**src/design/tslcg_pkg.sv**
```systemverilog
// Shared types, constants and the mixing table of the table-seeded random generator.
`default_nettype none

package tslcg_pkg;

  localparam int unsigned StateWidth = 32;
  localparam int unsigned DrawWidth  = 28;
  localparam int unsigned FracWidth  = 16;
  localparam int unsigned MixWidth   = 15;
  localparam int unsigned MixDepth   = 256;
  localparam int unsigned IdxWidth   = $clog2(MixDepth);
  localparam int unsigned FracDraws  = 3;

  localparam logic [StateWidth-1:0] MulConst = 32'd69069;

  typedef enum logic [1:0] {
    CMD_RESEED = 2'd0,
    CMD_NEXT   = 2'd1,
    CMD_RANGE  = 2'd2,
    CMD_FRAC   = 2'd3
  } tslcg_cmd_e;

  typedef enum logic [2:0] {
    SEL_ZERO,
    SEL_LOW,
    SEL_DRAW,
    SEL_FRAC,
    SEL_LOW_DRAW,
    SEL_LOW_REM
  } tslcg_sel_e;

  typedef enum logic [2:0] {
    ST_IDLE,
    ST_SEED,
    ST_MUL,
    ST_ADD,
    ST_DIV,
    ST_DONE
  } tslcg_state_e;

  typedef struct packed {
    logic       load_in;
    logic       load_seed;
    logic       mul_en;
    logic       add_en;
    logic       div_start;
    logic       out_load;
    tslcg_sel_e res_sel;
  } tslcg_ctrl_t;

  typedef struct packed {
    logic range_one;
    logic range_zero;
    logic div_done;
  } tslcg_stat_t;

  localparam logic [MixWidth-1:0] MixWords [MixDepth] = '{
    28985, 27138, 26457, 9451, 17764, 10909, 28790, 8716,
    6361, 4853, 17798, 21977, 19643, 20662, 10834, 20103,
    27067, 28634, 18623, 25849, 8576, 26234, 23887, 18228,
    32587, 4836, 3306, 1811, 3035, 24559, 18399, 315,
    26766, 907, 24102, 12370, 9674, 2972, 10472, 16492,
    22683, 11529, 27968, 30406, 13213, 2319, 23620, 16823,
    10013, 23772, 21567, 1251, 19579, 20313, 18241, 30130,
    8402, 20807, 27354, 7169, 21211, 17293, 5410, 19223,
    10255, 22480, 27388, 9946, 15628, 24389, 17308, 2370,
    9530, 31683, 25927, 23567, 11694, 26397, 32602, 15031,
    18255, 17582, 1422, 28835, 23607, 12597, 20602, 10138,
    5212, 1252, 10074, 23166, 19823, 31667, 5902, 24630,
    18948, 14330, 14950, 8939, 23540, 21311, 22428, 22391,
    3583, 29004, 30498, 18714, 4278, 2437, 22430, 3439,
    28313, 23161, 25396, 13471, 19324, 15287, 2563, 18901,
    13103, 16867, 9714, 14322, 15197, 26889, 19372, 26241,
    31925, 14640, 11497, 8941, 10056, 6451, 28656, 10737,
    13874, 17356, 8281, 25937, 1661, 4850, 7448, 12744,
    21826, 5477, 10167, 16705, 26897, 8839, 30947, 27978,
    27283, 24685, 32298, 3525, 12398, 28726, 9475, 10208,
    617, 13467, 22287, 2376, 6097, 26312, 2974, 9114,
    21787, 28010, 4725, 15387, 3274, 10762, 31695, 17320,
    18324, 12441, 16801, 27376, 22464, 7500, 5666, 18144,
    15314, 31914, 31627, 6495, 5226, 31203, 2331, 4668,
    12650, 18275, 351, 7268, 31319, 30119, 7600, 2905,
    13826, 11343, 13053, 15583, 30055, 31093, 5067, 761,
    9685, 11070, 21369, 27155, 3663, 26542, 20169, 12161,
    15411, 30401, 7580, 31784, 8985, 29367, 20989, 14203,
    29694, 21167, 10337, 1706, 28578, 887, 3373, 19477,
    14382, 675, 7033, 15111, 26138, 12252, 30996, 21409,
    25678, 18555, 13256, 23316, 22407, 16727, 991, 9236,
    5373, 29402, 6117, 15241, 27715, 19291, 19888, 19847
  };

endpackage

`default_nettype wire

```
**src/design/tslcg_rem.sv**
```systemverilog
// Iterative restoring remainder unit: one dividend bit per cycle.
`default_nettype none

module tslcg_rem (
  input  wire logic                                clk_i,
  input  wire logic                                rst_ni,
  input  wire logic                                start_i,
  input  wire logic [tslcg_pkg::DrawWidth-1:0]     dividend_i,
  input  wire logic [tslcg_pkg::StateWidth-1:0]    divisor_i,
  output logic                                     done_o,
  output logic [tslcg_pkg::StateWidth-1:0]         rem_o
);

  localparam int unsigned CntWidth = $clog2(tslcg_pkg::DrawWidth);
  localparam logic [CntWidth-1:0] LastStep = CntWidth'(tslcg_pkg::DrawWidth - 1);

  logic                                  busy_q, busy_d;
  logic                                  done_q, done_d;
  logic [CntWidth-1:0]                   cnt_q, cnt_d;
  logic [tslcg_pkg::DrawWidth-1:0]       dvd_q, dvd_d;
  logic [tslcg_pkg::StateWidth-1:0]      rem_q, rem_d;
  logic [tslcg_pkg::StateWidth:0]        trial;
  logic [tslcg_pkg::StateWidth:0]        divisor_ext;

  assign trial       = {rem_q, dvd_q[tslcg_pkg::DrawWidth-1]};
  assign divisor_ext = {1'b0, divisor_i};

  always_comb begin
    busy_d = busy_q;
    done_d = 1'b0;
    cnt_d  = cnt_q;
    dvd_d  = dvd_q;
    rem_d  = rem_q;
    if (start_i) begin
      busy_d = 1'b1;
      cnt_d  = '0;
      dvd_d  = dividend_i;
      rem_d  = '0;
    end else if (busy_q) begin
      // The partial remainder stays below the divisor, so a kept trial fits.
      if (trial >= divisor_ext) begin
        rem_d = tslcg_pkg::StateWidth'(trial - divisor_ext);
      end else begin
        rem_d = trial[tslcg_pkg::StateWidth-1:0];
      end
      dvd_d = {dvd_q[tslcg_pkg::DrawWidth-2:0], 1'b0};
      cnt_d = cnt_q + CntWidth'(1);
      if (cnt_q == LastStep) begin
        busy_d = 1'b0;
        done_d = 1'b1;
      end
    end
  end

  always_ff @(posedge clk_i or negedge rst_ni) begin
    if (!rst_ni) begin
      busy_q <= 1'b0;
      done_q <= 1'b0;
      cnt_q  <= '0;
    end else begin
      busy_q <= busy_d;
      done_q <= done_d;
      cnt_q  <= cnt_d;
    end
  end

  always_ff @(posedge clk_i) begin
    dvd_q <= dvd_d;
    rem_q <= rem_d;
  end

  assign done_o = done_q;
  assign rem_o  = rem_q;

endmodule

`default_nettype wire

```
**src/design/tslcg_dp.sv**
```systemverilog
// Datapath: generator state, multiply and table-add stages, bounds and result register.
`default_nettype none

module tslcg_dp (
  input  wire logic                               clk_i,
  input  wire logic                               rst_ni,
  input  wire tslcg_pkg::tslcg_ctrl_t             ctrl_i,
  output tslcg_pkg::tslcg_stat_t                  stat_o,
  input  wire logic [1:0]                         command_i,
  input  wire logic [31:0]                        seed_value_i,
  input  wire logic signed [31:0]                 low_bound_i,
  input  wire logic signed [31:0]                 high_bound_i,
  output logic signed [31:0]                      result_value_o
);

  localparam int unsigned W = tslcg_pkg::StateWidth;

  logic [W-1:0]                       gen_q, gen_d;
  logic [W-1:0]                       prod_q;
  logic [W-1:0]                       lo_q;
  logic [W-1:0]                       range_q;
  logic [tslcg_pkg::IdxWidth-1:0]     idx_q, idx_d;
  logic [W-1:0]                       res_q, res_d;
  logic [W-1:0]                       lo_u, hi_u;
  logic [W-1:0]                       adv_sum;
  logic [W-1:0]                       rem;
  logic                               div_done;

  assign lo_u = low_bound_i;
  assign hi_u = high_bound_i;

  // Reseed index: the seed alone, or seed plus both bounds for the other commands.
  always_comb begin
    if (tslcg_pkg::tslcg_cmd_e'(command_i) == tslcg_pkg::CMD_RESEED) begin
      idx_d = seed_value_i[tslcg_pkg::IdxWidth-1:0];
    end else begin
      idx_d = seed_value_i[tslcg_pkg::IdxWidth-1:0] + lo_u[tslcg_pkg::IdxWidth-1:0]
            + hi_u[tslcg_pkg::IdxWidth-1:0];
    end
  end

  assign adv_sum = prod_q + W'(tslcg_pkg::MixWords[prod_q[tslcg_pkg::IdxWidth-1:0]]) + W'(1);

  always_comb begin
    gen_d = gen_q;
    if (ctrl_i.load_seed) begin
      gen_d = W'(tslcg_pkg::MixWords[idx_q]);
    end else if (ctrl_i.add_en) begin
      gen_d = adv_sum;
    end
  end

  always_comb begin
    case (ctrl_i.res_sel)
      tslcg_pkg::SEL_ZERO:     res_d = '0;
      tslcg_pkg::SEL_LOW:      res_d = lo_q;
      tslcg_pkg::SEL_DRAW:     res_d = W'(gen_q[tslcg_pkg::DrawWidth-1:0]);
      tslcg_pkg::SEL_FRAC:     res_d = W'(gen_q[tslcg_pkg::FracWidth-1:0]);
      tslcg_pkg::SEL_LOW_DRAW: res_d = lo_q + W'(gen_q[tslcg_pkg::DrawWidth-1:0]);
      tslcg_pkg::SEL_LOW_REM:  res_d = lo_q + rem;
      default:                 res_d = '0;
    endcase
  end

  always_ff @(posedge clk_i or negedge rst_ni) begin
    if (!rst_ni) begin
      gen_q <= '0;
    end else begin
      gen_q <= gen_d;
    end
  end

  always_ff @(posedge clk_i) begin
    if (ctrl_i.load_in) begin
      lo_q    <= lo_u;
      range_q <= hi_u - lo_u + W'(1);
      idx_q   <= idx_d;
    end
    if (ctrl_i.mul_en) begin
      prod_q <= gen_q * tslcg_pkg::MulConst;
    end
    if (ctrl_i.out_load) begin
      res_q <= res_d;
    end
  end

  tslcg_rem u_rem (
    .clk_i      (clk_i),
    .rst_ni     (rst_ni),
    .start_i    (ctrl_i.div_start),
    .dividend_i (adv_sum[tslcg_pkg::DrawWidth-1:0]),
    .divisor_i  (range_q),
    .done_o     (div_done),
    .rem_o      (rem)
  );

  assign stat_o.range_one  = (range_q == W'(1));
  assign stat_o.range_zero = (range_q == '0);
  assign stat_o.div_done   = div_done;

  assign result_value_o = res_q;

endmodule

`default_nettype wire

```
**src/design/tslcg_ctrl.sv**
```systemverilog
// Controller: sequences reseed, advance and remainder steps and owns the output handshake.
`default_nettype none

module tslcg_ctrl (
  input  wire logic                    clk_i,
  input  wire logic                    rst_ni,
  input  wire logic                    in_valid_i,
  output logic                         in_stall_o,
  input  wire logic [1:0]              command_i,
  output logic                         out_valid_o,
  input  wire logic                    out_stall_i,
  input  wire tslcg_pkg::tslcg_stat_t  stat_i,
  output tslcg_pkg::tslcg_ctrl_t       ctrl_o
);

  localparam logic [1:0] LastDraw = 2'(tslcg_pkg::FracDraws - 1);

  tslcg_pkg::tslcg_state_e state_q, state_d;
  tslcg_pkg::tslcg_cmd_e   cmd_q, cmd_d;
  tslcg_pkg::tslcg_sel_e   sel_q, sel_d;
  logic [1:0]              draw_cnt_q, draw_cnt_d;
  logic                    out_valid_q, out_valid_d;
  logic                    out_free;

  assign out_free = !out_valid_q || !out_stall_i;

  always_comb begin
    state_d    = state_q;
    cmd_d      = cmd_q;
    sel_d      = sel_q;
    draw_cnt_d = draw_cnt_q;
    ctrl_o     = '0;
    ctrl_o.res_sel = sel_q;
    case (state_q)
      tslcg_pkg::ST_IDLE: begin
        if (in_valid_i) begin
          ctrl_o.load_in = 1'b1;
          cmd_d      = tslcg_pkg::tslcg_cmd_e'(command_i);
          draw_cnt_d = '0;
          if (tslcg_pkg::tslcg_cmd_e'(command_i) == tslcg_pkg::CMD_NEXT) begin
            state_d = tslcg_pkg::ST_MUL;
          end else begin
            state_d = tslcg_pkg::ST_SEED;
          end
        end
      end
      tslcg_pkg::ST_SEED: begin
        ctrl_o.load_seed = 1'b1;
        case (cmd_q)
          tslcg_pkg::CMD_RESEED: begin
            sel_d   = tslcg_pkg::SEL_ZERO;
            state_d = tslcg_pkg::ST_DONE;
          end
          tslcg_pkg::CMD_RANGE: begin
            if (stat_i.range_one) begin
              sel_d   = tslcg_pkg::SEL_LOW;
              state_d = tslcg_pkg::ST_DONE;
            end else begin
              state_d = tslcg_pkg::ST_MUL;
            end
          end
          default: state_d = tslcg_pkg::ST_MUL;
        endcase
      end
      tslcg_pkg::ST_MUL: begin
        ctrl_o.mul_en = 1'b1;
        state_d = tslcg_pkg::ST_ADD;
      end
      tslcg_pkg::ST_ADD: begin
        ctrl_o.add_en = 1'b1;
        case (cmd_q)
          tslcg_pkg::CMD_FRAC: begin
            if (draw_cnt_q == LastDraw) begin
              sel_d   = tslcg_pkg::SEL_FRAC;
              state_d = tslcg_pkg::ST_DONE;
            end else begin
              draw_cnt_d = draw_cnt_q + 2'd1;
              state_d    = tslcg_pkg::ST_MUL;
            end
          end
          tslcg_pkg::CMD_RANGE: begin
            if (stat_i.range_zero) begin
              sel_d   = tslcg_pkg::SEL_LOW_DRAW;
              state_d = tslcg_pkg::ST_DONE;
            end else begin
              ctrl_o.div_start = 1'b1;
              state_d = tslcg_pkg::ST_DIV;
            end
          end
          default: begin
            sel_d   = tslcg_pkg::SEL_DRAW;
            state_d = tslcg_pkg::ST_DONE;
          end
        endcase
      end
      tslcg_pkg::ST_DIV: begin
        if (stat_i.div_done) begin
          sel_d   = tslcg_pkg::SEL_LOW_REM;
          state_d = tslcg_pkg::ST_DONE;
        end
      end
      tslcg_pkg::ST_DONE: begin
        if (out_free) begin
          ctrl_o.out_load = 1'b1;
          state_d = tslcg_pkg::ST_IDLE;
        end
      end
      default: state_d = tslcg_pkg::ST_IDLE;
    endcase
  end

  always_comb begin
    out_valid_d = out_valid_q;
    if (ctrl_o.out_load) begin
      out_valid_d = 1'b1;
    end else if (out_valid_q && !out_stall_i) begin
      out_valid_d = 1'b0;
    end
  end

  always_ff @(posedge clk_i or negedge rst_ni) begin
    if (!rst_ni) begin
      state_q     <= tslcg_pkg::ST_IDLE;
      cmd_q       <= tslcg_pkg::CMD_RESEED;
      sel_q       <= tslcg_pkg::SEL_ZERO;
      draw_cnt_q  <= '0;
      out_valid_q <= 1'b0;
    end else begin
      state_q     <= state_d;
      cmd_q       <= cmd_d;
      sel_q       <= sel_d;
      draw_cnt_q  <= draw_cnt_d;
      out_valid_q <= out_valid_d;
    end
  end

  assign in_stall_o  = (state_q != tslcg_pkg::ST_IDLE);
  assign out_valid_o = out_valid_q;

`ifndef SYNTHESIS
  // A new result never overwrites one that is still waiting to be taken.
  assert property (@(posedge clk_i) disable iff (!rst_ni)
    ctrl_o.out_load |-> (!out_valid_q || !out_stall_i))
    else $error("result register overwritten while full");

  // A started division is always waited for in the division state.
  assert property (@(posedge clk_i) disable iff (!rst_ni)
    ctrl_o.div_start |=> (state_q == tslcg_pkg::ST_DIV))
    else $error("division started without waiting for it");

  // A result only appears after the finishing state.
  assert property (@(posedge clk_i) disable iff (!rst_ni)
    $rose(out_valid_q) |-> ($past(state_q) == tslcg_pkg::ST_DONE))
    else $error("result shown outside the finishing state");

  // The fraction command never makes more than three draws.
  assert property (@(posedge clk_i) disable iff (!rst_ni)
    (state_q == tslcg_pkg::ST_ADD && cmd_q == tslcg_pkg::CMD_FRAC) |-> (draw_cnt_q <= LastDraw))
    else $error("too many fraction draws");
`endif

endmodule

`default_nettype wire

```
**src/design/table_seeded_lcg_random_core.sv**
```systemverilog
// Top level of the table-seeded linear congruential random generator.
`default_nettype none

// This core keeps a 32-bit generator state and serves one request at a time. In each
// advance the state is multiplied by 69069 into a product register, then one plus a
// word from a 256-entry constant table, picked by the product's low byte, is added to
// form the new state; the draw is its low 28 bits. A next-draw request makes one
// advance, a fraction request reseeds and then makes three, and a ranged-integer
// request reseeds, advances once and reduces the draw modulo the range with an
// iterative remainder unit that handles one of the 28 draw bits per cycle. A range of
// one returns the lower bound without a draw, and a range that wraps to zero returns
// the lower bound plus the raw draw. The input stalls while a request is being worked
// on; the result sits in an output register, so a new request is taken while the
// previous result still waits.
module table_seeded_lcg_random_core (
  input  wire logic               clk_i,
  input  wire logic               rst_ni,
  input  wire logic               in_valid_i,
  output logic                    in_stall_o,
  input  wire logic [1:0]         command_i,
  input  wire logic [31:0]        seed_value_i,
  input  wire logic signed [31:0] low_bound_i,
  input  wire logic signed [31:0] high_bound_i,
  output logic                    out_valid_o,
  input  wire logic               out_stall_i,
  output logic signed [31:0]      result_value_o
);

  // Commands from the controller to the datapath, and status back.
  tslcg_pkg::tslcg_ctrl_t ctrl;
  tslcg_pkg::tslcg_stat_t stat;

  tslcg_ctrl u_ctrl (
    .clk_i       (clk_i),
    .rst_ni      (rst_ni),
    .in_valid_i  (in_valid_i),
    .in_stall_o  (in_stall_o),
    .command_i   (command_i),
    .out_valid_o (out_valid_o),
    .out_stall_i (out_stall_i),
    .stat_i      (stat),
    .ctrl_o      (ctrl)
  );

  tslcg_dp u_dp (
    .clk_i          (clk_i),
    .rst_ni         (rst_ni),
    .ctrl_i         (ctrl),
    .stat_o         (stat),
    .command_i      (command_i),
    .seed_value_i   (seed_value_i),
    .low_bound_i    (low_bound_i),
    .high_bound_i   (high_bound_i),
    .result_value_o (result_value_o)
  );

endmodule

`default_nettype wire
```
**config.mk**
```make
export PLATFORM = sky130hd
export DESIGN_NAME = table_seeded_lcg_random_core
export DESIGN_NICKNAME = d
export VERILOG_FILES = /design/src/design/tslcg_pkg.sv /design/src/design/tslcg_rem.sv /design/src/design/tslcg_dp.sv /design/src/design/tslcg_ctrl.sv /design/src/design/table_seeded_lcg_random_core.sv
export SDC_FILE = /design/constraint.sdc
export NUM_CORES = 2
export LEC_CHECK = 0
export BUFFER_PORTS_ARGS = -buffer_cell sky130_fd_sc_hd__buf_4
export CORE_MARGIN = 2
export CORE_UTILIZATION = 27
export CTS_CLUSTER_SIZE = 28
export DETAILED_ROUTE_END_ITERATION = 6
export GPL_ROUTABILITY_DRIVEN = 0
export HOLD_SLACK_MARGIN = 0.05
export SETUP_SLACK_MARGIN = 0.3
export SYNTH_ARGS = -nofsm -noshare
export SYNTH_HDL_FRONTEND = slang
export SYNTH_SLANG_ARGS = --single-unit
export TNS_END_PERCENT = 20
```
**constraint.sdc**
```tcl
create_clock -name clk_i -period 15.16 [get_ports clk_i]
set_clock_uncertainty 0.15 [all_clocks]
set_input_delay 3.032 -clock clk_i [delete_from_list [all_inputs] [get_ports clk_i]]
set_output_delay 3.032 -clock clk_i [all_outputs]
set_load 0.05 [all_outputs]
```
==> flow_metrics.env <==
export IMPL_core_sq_mm=0.122
export IMPL_area_delta_synth_final_pct=8.46
export IMPL_grt_antenna_before_repair=3
export IMPL_die_h_um=355
export IMPL_seq_area_frac_synth_pct=19.8
export IMPL_postCtsSetupRepairBufs=0
export IMPL_design_area_sq_mm=0.0361
export IMPL_crit_path_frequent_cell="o21ai_0"
export IMPL_syn_cell_area_sq_mm=0.0333
export IMPL_clock_sinks=238
export IMPL_async_flop_share_pct=19.3
export IMPL_hold_path_class="register to register"
export IMPL_tightest_slew_ns=1.29
export IMPL_cts_resized=0
export IMPL_drt_first_pass_iters=7
export IMPL_ys_types=104
export IMPL_clock_path_buffers=3
export IMPL_setup_slack_ns=7.79
export IMPL_numPortBuffers=111
export IMPL_period_share_pct=48.6
export IMPL_drc=4
export IMPL_routed_wirelength_mm=129
export IMPL_start_util_pct=27.3
export IMPL_ant_nets=0
export IMPL_setup_viol=0
export IMPL_wl_per_cell_um=22.4
export IMPL_vias=33865
export IMPL_crit_arrival_ns=7.45
export IMPL_nets=4673
export IMPL_slowest_delay_ns=0.75
export IMPL_rows=128
export IMPL_maxCapViolCount=0
export IMPL_outcome="complete, but fails checks"
export IMPL_diodes=0
export IMPL_fp_dieW_um=355
export IMPL_finish_utilization_pct=29.6
export IMPL_avgSynthCellArea_sq_um=7.90
export IMPL_grt_setup_unrepaired="false"
export IMPL_dieArea_sq_mm=0.126
export IMPL_ys_seq_elements=238
export IMPL_pre_cts_slack_ns=8.06
export IMPL_violations="design-rule violations"
export IMPL_synth_edff_count=160
export IMPL_grt_max_degree=216
export IMPL_critPathRequiredTime_ns=15.24
export IMPL_drv_slew=0
export IMPL_tritoncts="yes"
export IMPL_ys_flop_type="edfxtp_1"
export IMPL_worstSkewPairLatency_ns=0.55
export IMPL_drt_iter0_drc=6114
export IMPL_grt_overflow_total=0
export IMPL_postCtsHoldBufs=0
export IMPL_synthCells=4216
export IMPL_cts_root_buf="clkbuf_16"
export IMPL_vias_per_cell=5.88
export IMPL_critPathKind="register to register"
export IMPL_grt_pass1_wl_mm=195
export IMPL_grt_pass1_vias=31617
export IMPL_h_tree_depth=1
export IMPL_finalSetupTns_ns=0
export IMPL_hold_viol_final=0
export IMPL_numCtsBuffers=25
export IMPL_cp_cell_sequence="buf_4 > clkinv_1 > ha_1 > nor2_1 > nor2_1 > o31ai_1 > o21ai_0 > o21ai_0 > a21oi_1 > nand2_1 > o21ai_0 > ha_1 > a21oi_1 > o21a_1 > o21ai_0 > nor3b_1 > o2111ai_1 > a21oi_1 > xnor2_1 > o21ai_0"
export IMPL_slowest_stage="ha_1"
export IMPL_max_slew_margin_rel_pct=13.8
export IMPL_startpoint_type="register"
export IMPL_drive_gt1_share_pct=8.01
export IMPL_ios=136
export IMPL_placed_cell_area_sq_mm=0.0354
export IMPL_period_minus_slack_ns=7.37
export IMPL_syn_nets=4774
export IMPL_worst_path_buf_inv=2
export IMPL_crit_family="compound AO/OA/AOI/OAI gates"
export IMPL_grtUsageTotal_pct=19.5
export IMPL_yosys_warnings=0
export IMPL_max_freq_ghz=0.136
export IMPL_dpl_hpwl_mm=92.1
export IMPL_critPathCaptureType="register"
export IMPL_crit_path_max_fanout=27
export IMPL_path_clk_slew_ns=0.06
cells by family (layout without fill, tap and decap cells):
kind of cell / Yosys count / in the layout / synth area share [%]
buffers and inverters: 639 / 556 / 7.83
adders and majority gates: 456 / 456 / 19.9
xor gates and xnor gates: 165 / 165 / 4.34
DFF: 238 / 238 / 19.8
AOI/OAI and AO/OA: 1439 / 1439 / 27.5
and+or+nand+nor: 1180 / 1180 / 16.6
muxes: 99 / 99 / 4.08
final cells by class:
class / instances / area [sq um]
Clock inverter: 15 / 135
Sequential cell: 238 / 6600
Clock buffer: 30 / 654
Timing Repair Buffer: 172 / 1320
Inverter: 339 / 1270
Multi-Input combinational cell: 3339 / 24100
Fill cell: 13087 / 86100
Tap cell: 1625 / 2030
final timing paths:
check	endpoint	depth (start not counted)	slack, ns	from
setup / recovery	u_dp.u_rem.dvd_q[18]$_DFFE_PP_	20	7.79	u_dp.prod_q[0]$_DFFE_PP_
hold / removal	u_ctrl.draw_cnt_q[0]$_DFFE_PN0P_	1	0.35	u_ctrl.draw_cnt_q[0]$_DFFE_PN0P_
setup reg to reg	u_dp.u_rem.dvd_q[18]$_DFFE_PP_	20	7.79	u_dp.prod_q[0]$_DFFE_PP_
hold reg to reg	u_ctrl.draw_cnt_q[0]$_DFFE_PN0P_	1	0.35	u_ctrl.draw_cnt_q[0]$_DFFE_PN0P_
max in group asynchronous	u_dp.u_rem.busy_q$_DFF_PN0_	1	11.98	rst_ni
min in group asynchronous	u_dp.gen_q[25]$_DFFE_PN0P_	1	2.34	rst_ni
metal layers:
metal  share of wire [%]  track usage (%)  vias up
met2                  41             28.9     2326
met5               0.089            0.453        -
met1                  41             27.0    15831
li1                    -                -    15172
met3                  12             4.51      528
met4                 5.4             8.25        8
synthesized netlist by cell type (20+ instances only):
library cell | instances | area [sq um]
clkbuf_1 | 187 | 702
a22oi_1 | 34 | 255
mux2i_1 | 38 | 380
o22ai_1 | 30 | 188
fa_1 | 122 | 2440
edfxtp_1 | 160 | 4800
a221oi_1 | 21 | 184
o31ai_1 | 29 | 218
nand2b_1 | 61 | 382
o21ai_1 | 24 | 120
dfrtp_1 | 46 | 1150
a21o_1 | 69 | 518
nor2b_1 | 42 | 263
buf_2 | 68 | 340
mux4_2 | 26 | 586
mux2_2 | 34 | 383
or2_2 | 20 | 125
a31oi_1 | 74 | 463
ha_1 | 334 | 4180
a311oi_1 | 35 | 307
xnor2_1 | 103 | 902
nand2_1 | 397 | 1490
a21oi_1 | 377 | 1890
a211oi_1 | 83 | 623
nand3_1 | 97 | 485
inv_1 | 331 | 1240
buf_1 | 26 | 97.6
o211ai_1 | 52 | 390
nor3_1 | 96 | 480
o21a_1 | 23 | 173
dfxtp_1 | 32 | 641
and2_1 | 42 | 263
and3_1 | 35 | 219
o311ai_0 | 29 | 254
nor2_1 | 285 | 1070
o21ai_0 | 373 | 1870
xor2_1 | 62 | 543
cell usage in the layout (no fill, tap or decap), types with 83 or more instances in the layout:
cell / count
a21oi_1: 376
buf_4: 170
ha_1: 334
nor3_1: 95
inv_1: 330
a211oi_1: 83
nand2_1: 397
nor2_1: 285
o21ai_0: 373
edfxtp_1: 160
nand3_1: 97
xnor2_1: 103
fa_1: 122
state kept, by name (all words and copies together) (netlist names), 2 cells and up:
name,cells
u_dp.lo_q,32
u_dp.range_q,32
u_dp.result_value_o,32
u_dp.u_rem.rem_o,32
u_dp.gen_q,28
u_dp.prod_q,28
u_dp.u_rem.dvd_q,28
u_dp.idx_q,8
u_dp.u_rem.cnt_q,5
u_ctrl.sel_q,3
u_ctrl.state_q,3
u_ctrl.cmd_q,2
u_ctrl.draw_cnt_q,2
through the flow:
stage                     hold slack [ns]  cells
final                               0.347   5758
after global routing                0.377   5758
after CTS                           0.352   5758
after detailed placement            0.347   5713
after global placement              0.328   5713
after floorplan                     0.308   4216
Power is not shown: default switching activity piles up to over one toggle a cycle in this logic, so the estimate is an artifact.
